**config.mk**
```make
export PLATFORM = sky130hd
export DESIGN_NAME = sparse_index_range_map
export DESIGN_NICKNAME = d
export VERILOG_FILES = /design/src/design/sirm_pkg.sv /design/src/design/sparse_index_range_map.sv
export SDC_FILE = /design/constraint.sdc
export NUM_CORES = 2
export LEC_CHECK = 0
export BUFFER_PORTS_ARGS = -buffer_cell sky130_fd_sc_hd__clkbuf_2
export CORE_MARGIN = 1.5
export CORE_UTILIZATION = 40
export CTS_CLUSTER_SIZE = 16
export DETAILED_ROUTE_END_ITERATION = 10
export PLACE_DENSITY = 0.62
export SLEW_MARGIN = 20
export SYNTH_ARGS = -nofsm -noshare
export SYNTH_HDL_FRONTEND = slang
export SYNTH_SLANG_ARGS = --single-unit
```
**constraint.sdc**
```tcl
create_clock -name clk -period 8.9 [get_ports clk]
set_clock_uncertainty 0.15 [all_clocks]
set_input_delay 0.445 -clock clk [delete_from_list [all_inputs] [get_ports clk]]
set_output_delay 0.445 -clock clk [all_outputs]
set_load 0.01 [all_outputs]
```
**src/design/sirm_pkg.sv**
```systemverilog
// ----------------------------------------------------------------------------
// Sparse index range map - shared definitions
// Sizes, request and status codes, table entry, result layout and FSM states.
// ----------------------------------------------------------------------------
package sirm_pkg;

  localparam int MAX_RANGES  = 16;
  localparam int INDEX_BITS  = 16;
  localparam int ADDR_W      = (MAX_RANGES > 1) ? $clog2(MAX_RANGES) : 1;
  localparam int CNT_W       = $clog2(MAX_RANGES + 1);
  localparam int SPAN_W      = INDEX_BITS + 1;
  localparam int REQ_W       = 3;
  localparam int STAT_W      = 2;
  localparam int RESULT_W    = 4 * INDEX_BITS + SPAN_W + 4;
  localparam int IN_TDATA_W  = ((3 * INDEX_BITS + 7) / 8) * 8;
  localparam int OUT_TDATA_W = ((RESULT_W + 7) / 8) * 8;

  typedef logic [INDEX_BITS-1:0] idx_t;

  localparam logic [REQ_W-1:0] REQ_APPEND   = 3'd0;
  localparam logic [REQ_W-1:0] REQ_INDEX    = 3'd1;
  localparam logic [REQ_W-1:0] REQ_POSITION = 3'd2;
  localparam logic [REQ_W-1:0] REQ_SPAN     = 3'd3;
  localparam logic [REQ_W-1:0] REQ_CLEAR    = 3'd4;

  localparam logic [STAT_W-1:0] ST_OK    = 2'd0;
  localparam logic [STAT_W-1:0] ST_MISS  = 2'd1;
  localparam logic [STAT_W-1:0] ST_ORDER = 2'd2;
  localparam logic [STAT_W-1:0] ST_FULL  = 2'd3;

  typedef struct packed {
    idx_t start;
    idx_t stop;
    idx_t offset;
  } entry_t;

  // first member sits in the top bits
  typedef struct packed {
    logic [SPAN_W-1:0] span_count;
    logic              contiguous;
    logic              has_previous;
    idx_t              previous_valid;
    logic              has_next;
    idx_t              next_valid;
    idx_t              mapped_index;
    idx_t              dense_position;
    logic              contains;
  } result_t;

  typedef enum logic [2:0] {
    S_IDLE,
    S_DISPATCH,
    S_APPEND,
    S_SEARCH,
    S_PROBE,
    S_PREV,
    S_DONE
  } state_t;

endpackage

```
**src/design/sparse_index_range_map.sv**
```systemverilog
// ----------------------------------------------------------------------------
// Sparse index range map
// Sorted table of disjoint index ranges with append, clear and binary-search
// lookups (index, dense position, span).
// ----------------------------------------------------------------------------
//  channel | dir | tdata                                   | tuser
//  in_     | in  | index_a, index_b, position              | req_type
//  out_    | out | contains .. span_count (see port notes) | status
//
//  One request at a time; in_tready is high only when the sequencer is idle.
//  Queries search the table through its single read port, one probe a cycle,
//  P = clog2(MAX_RANGES + 1) probes at most (5 here); span runs two searches.
//  A finished result waits in the output register while the next request runs.
//  Sync active-low reset empties the table.
// ----------------------------------------------------------------------------
module sparse_index_range_map import sirm_pkg::*; (
  input  logic                   clk,
  input  logic                   rst_n,
  input  logic                   in_tvalid,
  output logic                   in_tready,
  input  logic [IN_TDATA_W-1:0]  in_tdata,   // index_a, index_b, position
  input  logic [REQ_W-1:0]       in_tuser,   // req_type
  output logic                   out_tvalid,
  input  logic                   out_tready,
  output logic [OUT_TDATA_W-1:0] out_tdata,  // contains, dense_position,
                                             // mapped_index, next_valid,
                                             // has_next, previous_valid,
                                             // has_previous, contiguous,
                                             // span_count, zero pad
  output logic [STAT_W-1:0]      out_tuser   // status
);

  state_t            state_r, state_nxt;
  logic [REQ_W-1:0]  req_r, req_nxt;
  idx_t              a_r, a_nxt, b_r, b_nxt, p_r, p_nxt;
  idx_t              key_r, key_nxt;
  logic              pmode_r, pmode_nxt;
  logic              phase_r, phase_nxt;
  logic [CNT_W-1:0]  lo_r, lo_nxt, hi_r, hi_nxt, sel_r, sel_nxt;
  logic [ADDR_W-1:0] mid_r, mid_nxt;
  logic              pend_r, pend_nxt;
  logic [CNT_W-1:0]  count_r, count_nxt;
  idx_t              pa_r, pa_nxt;
  result_t           res_r, res_nxt, out_res_r;
  logic [STAT_W-1:0] stat_r, stat_nxt, out_stat_r;
  logic              out_valid_r;

  entry_t            mem [MAX_RANGES];
  entry_t            rd_data_r;
  logic              rd_en, wr_en;
  logic [ADDR_W-1:0] rd_addr, wr_addr;
  entry_t            wr_data;

  logic              in_beat, out_free, out_load;
  idx_t              probe_val;
  logic              probe_lt;
  logic [CNT_W-1:0]  lo_c, hi_c, gap_c, mid_c, last_c;
  logic              search_go, hit_c, a_ge_start, span_ok;
  logic              merge_c, table_full;
  idx_t              next_pos, pb_c, pdiff_c;

  assign in_tready  = (state_r == S_IDLE);
  assign in_beat    = in_tvalid && in_tready;
  assign out_free   = !out_valid_r || out_tready;
  assign out_load   = (state_r == S_DONE) && out_free;
  assign out_tvalid = out_valid_r;
  assign out_tuser  = out_stat_r;
  assign out_tdata  = {{(OUT_TDATA_W-RESULT_W){1'b0}}, out_res_r};

  // shared compare unit of the search
  assign probe_val = pmode_r ? (rd_data_r.stop - rd_data_r.offset) : rd_data_r.stop;
  assign probe_lt  = probe_val < key_r;

  always_comb begin
    lo_c = lo_r;
    hi_c = hi_r;
    if (pend_r) begin
      if (probe_lt) begin
        lo_c = CNT_W'(mid_r) + CNT_W'(1);
      end else begin
        hi_c = CNT_W'(mid_r);
      end
    end
  end

  assign gap_c      = hi_c - lo_c;
  assign mid_c      = lo_c + (gap_c >> 1);
  assign search_go  = lo_c < hi_c;
  assign hit_c      = lo_c != count_r;
  assign last_c     = count_r - CNT_W'(1);
  assign a_ge_start = a_r >= rd_data_r.start;
  assign span_ok    = a_ge_start && (a_r <= b_r);
  assign merge_c    = {1'b0, a_r} == ({1'b0, rd_data_r.stop} + SPAN_W'(1));
  assign table_full = count_r == CNT_W'(MAX_RANGES);
  assign next_pos   = rd_data_r.stop - rd_data_r.offset + INDEX_BITS'(1);
  assign pb_c       = b_r - rd_data_r.offset;
  assign pdiff_c    = pb_c - pa_r;

  // next state
  always_comb begin
    state_nxt = state_r;
    case (state_r)
      S_IDLE: begin
        if (in_beat) state_nxt = S_DISPATCH;
      end
      S_DISPATCH: begin
        case (req_r)
          REQ_APPEND:   state_nxt = S_APPEND;
          REQ_INDEX:    state_nxt = (count_r == '0) ? S_DONE : S_SEARCH;
          REQ_POSITION: state_nxt = S_SEARCH;
          REQ_SPAN:     state_nxt = S_SEARCH;
          default:      state_nxt = S_DONE;
        endcase
      end
      S_APPEND: state_nxt = S_DONE;
      S_SEARCH: begin
        if (search_go) begin
          state_nxt = S_SEARCH;
        end else if (hit_c) begin
          state_nxt = S_PROBE;
        end else if (req_r == REQ_INDEX) begin
          state_nxt = S_PREV;
        end else begin
          state_nxt = S_DONE;
        end
      end
      S_PROBE: begin
        state_nxt = S_DONE;
        if (req_r == REQ_INDEX && !a_ge_start && sel_r != '0) state_nxt = S_PREV;
        if (req_r == REQ_SPAN && !phase_r && span_ok) state_nxt = S_SEARCH;
      end
      S_PREV: state_nxt = S_DONE;
      S_DONE: begin
        if (out_free) state_nxt = S_IDLE;
      end
      default: state_nxt = S_IDLE;
    endcase
  end

  // datapath and table access
  always_comb begin
    req_nxt   = req_r;
    a_nxt     = a_r;
    b_nxt     = b_r;
    p_nxt     = p_r;
    key_nxt   = key_r;
    pmode_nxt = pmode_r;
    phase_nxt = phase_r;
    lo_nxt    = lo_r;
    hi_nxt    = hi_r;
    sel_nxt   = sel_r;
    mid_nxt   = mid_r;
    pend_nxt  = pend_r;
    count_nxt = count_r;
    pa_nxt    = pa_r;
    res_nxt   = res_r;
    stat_nxt  = stat_r;
    rd_en     = 1'b0;
    rd_addr   = '0;
    wr_en     = 1'b0;
    wr_addr   = '0;
    wr_data   = rd_data_r;
    case (state_r)
      S_IDLE: begin
        if (in_beat) begin
          req_nxt = in_tuser;
          a_nxt   = in_tdata[INDEX_BITS-1:0];
          b_nxt   = in_tdata[2*INDEX_BITS-1:INDEX_BITS];
          p_nxt   = in_tdata[3*INDEX_BITS-1:2*INDEX_BITS];
        end
      end
      S_DISPATCH: begin
        res_nxt   = '0;
        stat_nxt  = ST_MISS;
        phase_nxt = 1'b0;
        lo_nxt    = '0;
        hi_nxt    = count_r;
        pend_nxt  = 1'b0;
        pmode_nxt = (req_r == REQ_POSITION);
        key_nxt   = (req_r == REQ_POSITION) ? p_r : a_r;
        case (req_r)
          REQ_APPEND: begin
            rd_en   = 1'b1;
            rd_addr = last_c[ADDR_W-1:0];
          end
          REQ_CLEAR: begin
            count_nxt = '0;
            stat_nxt  = ST_OK;
          end
          default: ;
        endcase
      end
      S_APPEND: begin
        if (a_r > b_r) begin
          stat_nxt = ST_ORDER;
        end else if (count_r == '0) begin
          wr_en     = 1'b1;
          wr_data   = '{start: a_r, stop: b_r, offset: a_r};
          count_nxt = CNT_W'(1);
          stat_nxt  = ST_OK;
        end else if (a_r <= rd_data_r.stop) begin
          stat_nxt = ST_ORDER;
        end else if (merge_c) begin
          wr_en        = 1'b1;
          wr_addr      = last_c[ADDR_W-1:0];
          wr_data.stop = b_r;
          stat_nxt     = ST_OK;
        end else if (table_full) begin
          stat_nxt = ST_FULL;
        end else begin
          wr_en     = 1'b1;
          wr_addr   = count_r[ADDR_W-1:0];
          wr_data   = '{start: a_r, stop: b_r, offset: a_r - next_pos};
          count_nxt = count_r + CNT_W'(1);
          stat_nxt  = ST_OK;
        end
      end
      S_SEARCH: begin
        lo_nxt   = lo_c;
        hi_nxt   = hi_c;
        mid_nxt  = mid_c[ADDR_W-1:0];
        pend_nxt = search_go;
        sel_nxt  = lo_c;
        if (search_go) begin
          rd_en   = 1'b1;
          rd_addr = mid_c[ADDR_W-1:0];
        end else if (hit_c) begin
          rd_en   = 1'b1;
          rd_addr = lo_c[ADDR_W-1:0];
        end else if (req_r == REQ_INDEX) begin
          rd_en   = 1'b1;
          rd_addr = last_c[ADDR_W-1:0];
        end
      end
      S_PROBE: begin
        case (req_r)
          REQ_INDEX: begin
            if (a_ge_start) begin
              res_nxt.contains       = 1'b1;
              res_nxt.dense_position = a_r - rd_data_r.offset;
              res_nxt.next_valid     = a_r;
              res_nxt.has_next       = 1'b1;
              res_nxt.previous_valid = a_r;
              res_nxt.has_previous   = 1'b1;
              stat_nxt               = ST_OK;
            end else begin
              res_nxt.next_valid = rd_data_r.start;
              res_nxt.has_next   = 1'b1;
              rd_en              = 1'b1;
              rd_addr            = ADDR_W'(sel_r - CNT_W'(1));
            end
          end
          REQ_POSITION: begin
            res_nxt.mapped_index = p_r + rd_data_r.offset;
            stat_nxt             = ST_OK;
          end
          REQ_SPAN: begin
            if (!phase_r) begin
              res_nxt.contiguous = span_ok && (b_r <= rd_data_r.stop);
              pa_nxt             = a_r - rd_data_r.offset;
              phase_nxt          = 1'b1;
              key_nxt            = b_r;
              lo_nxt             = '0;
              hi_nxt             = count_r;
              pend_nxt           = 1'b0;
            end else if (b_r >= rd_data_r.start) begin
              res_nxt.span_count = {1'b0, pdiff_c} + SPAN_W'(1);
              stat_nxt           = ST_OK;
            end
          end
          default: ;
        endcase
      end
      S_PREV: begin
        res_nxt.previous_valid = rd_data_r.stop;
        res_nxt.has_previous   = 1'b1;
      end
      default: ;
    endcase
  end

  always_ff @(posedge clk) begin
    if (!rst_n) begin
      state_r     <= S_IDLE;
      count_r     <= '0;
      out_valid_r <= 1'b0;
    end else begin
      state_r     <= state_nxt;
      count_r     <= count_nxt;
      out_valid_r <= out_load || (out_valid_r && !out_tready);
    end
  end

  always_ff @(posedge clk) begin
    req_r   <= req_nxt;
    a_r     <= a_nxt;
    b_r     <= b_nxt;
    p_r     <= p_nxt;
    key_r   <= key_nxt;
    pmode_r <= pmode_nxt;
    phase_r <= phase_nxt;
    lo_r    <= lo_nxt;
    hi_r    <= hi_nxt;
    sel_r   <= sel_nxt;
    mid_r   <= mid_nxt;
    pend_r  <= pend_nxt;
    pa_r    <= pa_nxt;
    res_r   <= res_nxt;
    stat_r  <= stat_nxt;
    if (out_load) begin
      out_res_r  <= res_r;
      out_stat_r <= stat_r;
    end
  end

  // range table
  always_ff @(posedge clk) begin
    if (wr_en) mem[wr_addr] <= wr_data;
    if (rd_en) rd_data_r <= mem[rd_addr];
  end

endmodule

```
== Word level (Yosys, flattened, before mapping) ==
Memory sizes are Yosys's and may differ from the RTL's. A register that Yosys moved wholly into a read port is not among the register bits.
Index checks and enable logic that the tools add are counted.
Word-level totals
  memories kept: 1
  memory bits (writable): 768
  bits in registers: 288
  input bits: 55
  output and inout bits: 92
Memory list
  mem: depth 16, width 48, rd ports 1, clocked after memory_dff 1, write ports 1, RTL line sparse_index_range_map.sv:48  | entry_t mem [MAX_RANGES];
Cells by class
  $add $sub $neg: 15
  magnitude comparators: 8
  bitwise logic cells: 1
  mux-type cells: 97
  equality and inequality tests: 31
  reductions and logical operators: 39
Operators by type and width (number)
  2-to-1 mux 48 bit: 5
  2-to-1 mux 16 bit: 9
  case mux 50 bit (2 select lines): 1
  2-to-1 mux 17 bit: 5
  subtractor 16 bit: 5
  2-to-1 mux 5 bit: 14
  case mux 17 bit (3 select lines): 1
  less-or-equal comparator 16 bit: 3
  2-to-1 mux 4 bit: 12
  case mux 18 bit (2 select lines): 1
  adder 16 x 1 -> 17 bit (second input constant): 2
  2-to-1 mux 34 bit: 1
  greater-or-equal comparator 16 bit: 2
  case mux 16 bit (2 select lines): 1
  case mux 5 bit (3 select lines): 2
  2-to-1 mux 2 bit: 11
  2-to-1 mux 1 bit: 19
  2-to-1 mux 18 bit: 1
  != test 2 bit (second input constant): 9
  != test 3 bit (second input constant): 6
  case mux 3 bit (6 select lines): 1
  == test 16 x 17 -> 1 bit: 1
  adder 16 x 1 -> 16 bit (second input constant): 1
  adder 16 bit: 1
  other kinds (37): 77

== Depth between registers and ports, before layout ==
  depth in word-level cells: 9
  mapped depth: 42
  depth with buffers taken out: 39

== Least setup slack after synthesis ==
No wires, ideal clock.
  path type: reg2reg
  start: reg, netlist name rd_data_r[16]
  end: reg, netlist name rd_data_r[0]
  stages on the path, launching flop included: 31
  slack: 759 ps
  buffers on the path: 0
  arrival time: 7524 ps
  path through: edfxtp_1 > inv_1 > ha_1 > inv_1 > fa_1 > a21o_1 > a21oi_1 > o21bai_1 > a21oi_1 > o21bai_1 > a21oi_1 > o21bai_1 > a21oi_1 > o21ai_0 > a31oi_1 > xor2_1 > mux2i_1 > ha_1 > nand4_1 > nor2_1 > o21a_1 > o21a_1 > o21ai_1 > mux2_2 > ha_1 > nor2b_1 > o21ai_1 > a21boi_1 > o31a_1 > nor3_1 > o211ai_1
Between the ends
  word-level cells in the longest chain between the ends: 9
  elaborated cells on any way between the ends: 17
  classes of those cells: 3 x add/sub; 2 x order compare; 1 x eq/ne; 11 x mux
RTL lines
  subtractor 16 bit: RTL line sparse_index_range_map.sv:71  | assign probe_val = pmode_r ? (rd_data_r.stop - rd_data_r.offset) : rd_data_r.stop;
  2-to-1 mux 16 bit (*): RTL line sparse_index_range_map.sv:71
  < comparator 16 bit (*): RTL line sparse_index_range_map.sv:72  | assign probe_lt = probe_val < key_r;
  parallel branches: the longest is 4 deep, another holds < comparator 5 bit
  2-to-1 mux 1 bit (*): RTL line sparse_index_range_map.sv:224  | if (search_go) begin
  case mux 1 bit (3 select lines) (*): RTL line sparse_index_range_map.sv:163  | case (state_r)
  net rd_en: RTL line sparse_index_range_map.sv:50  | logic rd_en, wr_en;
Mark *: on every way through the listed nets, which the timed path passes.
A chain may end at the register's enable or synchronous reset.

== Worst setup path in the final report ==
  start: reg, netlist name rd_data_r[16]
  end: reg, netlist name rd_data_r[0]
Between the ends
  word-level cells in the longest chain between the ends: 9
  elaborated cells on any way between the ends: 17
  classes of those cells: 3 x add/sub; 2 x order compare; 1 x eq/ne; 11 x mux
RTL lines
  subtractor 16 bit: RTL line sparse_index_range_map.sv:71
  2-to-1 mux 16 bit (*): RTL line sparse_index_range_map.sv:71
  < comparator 16 bit (*): RTL line sparse_index_range_map.sv:72
  2-to-1 mux 5 bit: RTL line sparse_index_range_map.sv:78  | if (probe_lt) begin
  2-to-1 mux 5 bit: RTL line sparse_index_range_map.sv:77  | if (pend_r) begin
  subtractor 5 bit or != test 5 bit (tied branches): RTL line sparse_index_range_map.sv:86, sparse_index_range_map.sv:89
  adder 4 bit (tied with other cells): RTL line sparse_index_range_map.sv:87  | assign mid_c = lo_c + (gap_c >> 1);
  2-to-1 mux 4 bit or 2-to-1 mux 1 bit (tied branches): RTL line sparse_index_range_map.sv:224
  case mux 4 bit (3 select lines) or case mux 1 bit (3 select lines) (tied branches): RTL line sparse_index_range_map.sv:163
Mark *: on every way between the ends. The rest lies on a longest branch, timed or not.

==> flow_summary_export.csv <==
group,metric,value,unit
routing,dr.pass1.iters,5,
synthesis,avgSynthCellArea,14.07,sq um
worst_setup_path,critical_path.startpoint,"rd_data_r[16]",
timing,hold_viol_final,0,
routing,wl,143.8,mm
synthesis,synth_top_area_share,64.55,%
clock_tree,clk_pin_slew,60,ps
clock_tree,cts_buffers,109,
final_layout,drive_gt1_share,16.42,%
worst_setup_path,r2r-start,"rd_data_r[16]",
run_status,outcome,"complete, no violations",
worst_hold_path,hp-start,"res_r[60]",
synthesis,ys_warn_count,0,
timing,final.period_utilization,95.88,%
pwr,cellLeakagePower,0.02169,uW
clock_tree,clock_sinks,1104,
place,gp_congestion,0.9221,
clock_tree,root_buffer,"clkbuf_16",
final_layout,mostFrequentLayoutCells,"edfxtp_1, mux2i_1, ha_1",
routing,via_per_inst,5.818,
worst_setup_path,crit_path_start_kind,"register",
clock_tree,cts_max_level,3,
worst_setup_path,reg2reg_depth,38,
place,portBuffers,143,
worst_setup_path,required,9150,ps
worst_setup_path,crit_type,"register to register",
synthesis,async_flop_share,0,%
floorplanning,die_h,359.9,um
worst_setup_path,slowest_stage,"or3_4",
final_layout,antenna_cells,0,
timing,fmax,117.2,MHz
synthesis,synth_cell_type_count,83,
pwr,powerDensity,319.0,mW/mm^2
clock_tree,clock_latency,720,ps
synthesis,yosysTopAreaCell,"edfxtp_1",
synthesis,synth_edf_count,1095,
synthesis,synthCells,3621,
synthesis,yosys_register_bits,1104,
pwr,pwr-share-comb,36.5,%
grt,overflow,0,
pwr,intPower,12190,uW
routing,drc,0,
worst_setup_path,crit_path_end,"rd_data_r[0]",
worst_setup_path,r2r-end,"rd_data_r[0]",
grt,grt_first_pass_wirelength,210.8,mm
routing,drtAntennaViolNets,0,
timing,drv_slew,0,
timing,setup_viol,0,
synthesis,synthesis.area,0.05094,sq mm
synthesis,synth_area_leaders,"edfxtp_1, ha_1, mux2i_1, a2111oi_0, mux2_2",
final_layout,layout_commonest_cell,"edfxtp_1",
floorplanning,start_util,40.41,%
synthesis,yosys_most_used_dff,"edfxtp_1",
routing,wire_per_inst,25.64,um
floorplanning,fp.dieW,359.9,um
final_layout,fin_nets,4134,
floorplanning,core-area,0.1261,sq mm
grt,grt_pass1_vias,31690,
pwr,finalPower,18800,uW
worst_setup_path,cp_data_arrival_time,8780,ps
timing,rsz0062_at_grt,"false",
worst_setup_path,endpoint_kind,"register",
synthesis,ys_seq_area_share,64.90,%
worst_hold_path,worstHoldPathType,"register to register",
final_layout,fillers,10850,
floorplanning,die_area,0.1295,sq mm
pwr,clockPowerShare,24.9,%
pwr,peakVddDrop,0.0001769,V
pwr,power_frac_seq,38.6,%
place,dpl_cell_area,0.05465,sq mm
timing,finalCriticalPeriod,8534,ps
floorplanning,io_pins,147,
place,dp_hpwl,90.29,mm
timing,slew_headroom,26.45,%
final_layout,final_area,0.05894,sq mm
timing,worst_pin_slew,1103,ps
flow_run,max-cap-violations,0,
grt,grt_start_max_net_pins,61,
pwr,p_sw,6615,uW
grt,grt_util_all_layers,21.75,%
routing,drtIter0Drc,3273,
pwr,p_sw_share,35.18,%
worst_setup_path,rrSetupSlack,370,ps
routing,vias,32630,
grt,antenna_found_initial,1,
worst_setup_path,slowest_delay,480,ps
final_layout,area_growth,15.69,%
clock_tree,clockBufferDepth,3,
floorplanning,row_count,130,
worst_setup_path,crit_fanout,19,
clock_tree,tritoncts,"yes",
[metrics by stage]
step	std cells	hold slack, ps	util, %	setup WS (ps)	setup TNS (ps)
CTS	5606	257.3	46.66	39.27	0
floorplan	3623	250.3	-	758.8	0
global route	5608	267.8	46.75	37.42	0
detailed placement	5354	254.5	43.35	-7.449	-7.449
finish	5608	264.0	46.75	366.4	0
global placement	5353	250.5	43.34	3.540	0
[worst min-delay path by stage]
stage / cells after the start / slack (ps) / end
CTS: 2 / 260 / req_r[0]
floorplan: 0 / 250 / out_tdata[0]
global route: 0 / 270 / out_tdata[57]
finish: 0 / 260 / out_tdata[60]
detailed placement: 0 / 250 / out_tdata[0]
global placement: 0 / 250 / out_tdata[23]
[cell usage after synthesis (20+ instances only)]
master,count
edfxtp_1,1095
mux2i_1,207
ha_1,186
nor2_1,167
o21ai_0,160
inv_1,159
and3_1,158
a2111oi_0,147
clkbuf_1,141
nand2_1,139
nand3_1,129
mux2_2,103
a21oi_1,99
xnor2_1,65
o2111ai_1,50
a2111o_1,49
buf_2,48
o221ai_1,44
xor2_1,43
nor3_1,40
a21o_1,34
nor2b_1,31
and2_1,27
fa_1,21
nand4_1,20
[kinds of logic after synthesis]
family          Yosys count  share of synthesized area [%]
other cells               1                       0.007361
simple gates            778                          7.729
buf+inv                 381                          3.077
compound gates          731                          10.65
xor+xnor                109                          1.901
flops                  1104                          64.90
mux                     310                          6.344
fa+ha+maj               207                          5.394
[critical path: cells and delay by family (launching register included)]
family | cells | cell delay [ps]
AOI/OAI and AO/OA | 20 | 3690
xor gates and xnor gates | 1 | 220
adders and majority gates | 4 | 1250
buffers and inverters | 4 | 560
DFF | 1 | 380
muxes | 3 | 880
and+or+nand+nor | 6 | 1090
[flip-flops by register name, indices dropped and copies added (netlist names)]
name / count
a_r: 16
b_r: 16
count_r: 5
hi_r: 5
key_r: 16
lo_r: 5
mem: 768
mid_r: 4
out_tdata: 85
out_tuser: 2
out_tvalid: 1
p_r: 16
pa_r: 16
pend_r: 1
phase_r: 1
pmode_r: 1
rd_data_r: 48
req_r: 3
res_r: 85
sel_r: 5
stat_r: 2
state_r: 3
[metal layers]
layer	GRT usage (%)	vias up	part of all wire, %	routed length (um)
li1	-	14650	-	-
met1	29.52	16370	42	60290
met2	35.46	1335	47	67430
met3	2.686	276	7.3	10490
met4	8.815	0	3.9	5577
met5	0	-	0	0
[cell type report]
class                   count  area, sq um  area share [%]
clock buffers             127         2816           4.779
multi-input cells        2138        16650           28.25
inverters                 160        600.6           1.019
well taps                1650         2064           3.503
clock inverters            70        800.8           1.359
repair buffers            359         2942           4.991
flip-flops and latches   1104        33060           56.10
[power by group through the flow]
stage          Sequential [uW]  Combinational, uW  Clock (uW)
4_1_cts                   7260               6770        4750
5_1_grt                   7290               7450        4950
3_5_place_dp              7360               6700           0
6_report                  7260               6860        4680
3_3_place_gp              7350               6620           0
2_1_floorplan             7160               4500           0
[timing repair]
action | in CTS | in global routing
pin swaps | 1 | 1
hold buffers | 54 | 0
gates resized for setup | 0 | 31
setup endpoints to repair | 3 | 48
cloned | 0 | 0
endpoints found under the hold margin | 63 | 0
setup buffers | 1 | 2
(Power assumes the default switching activity.)
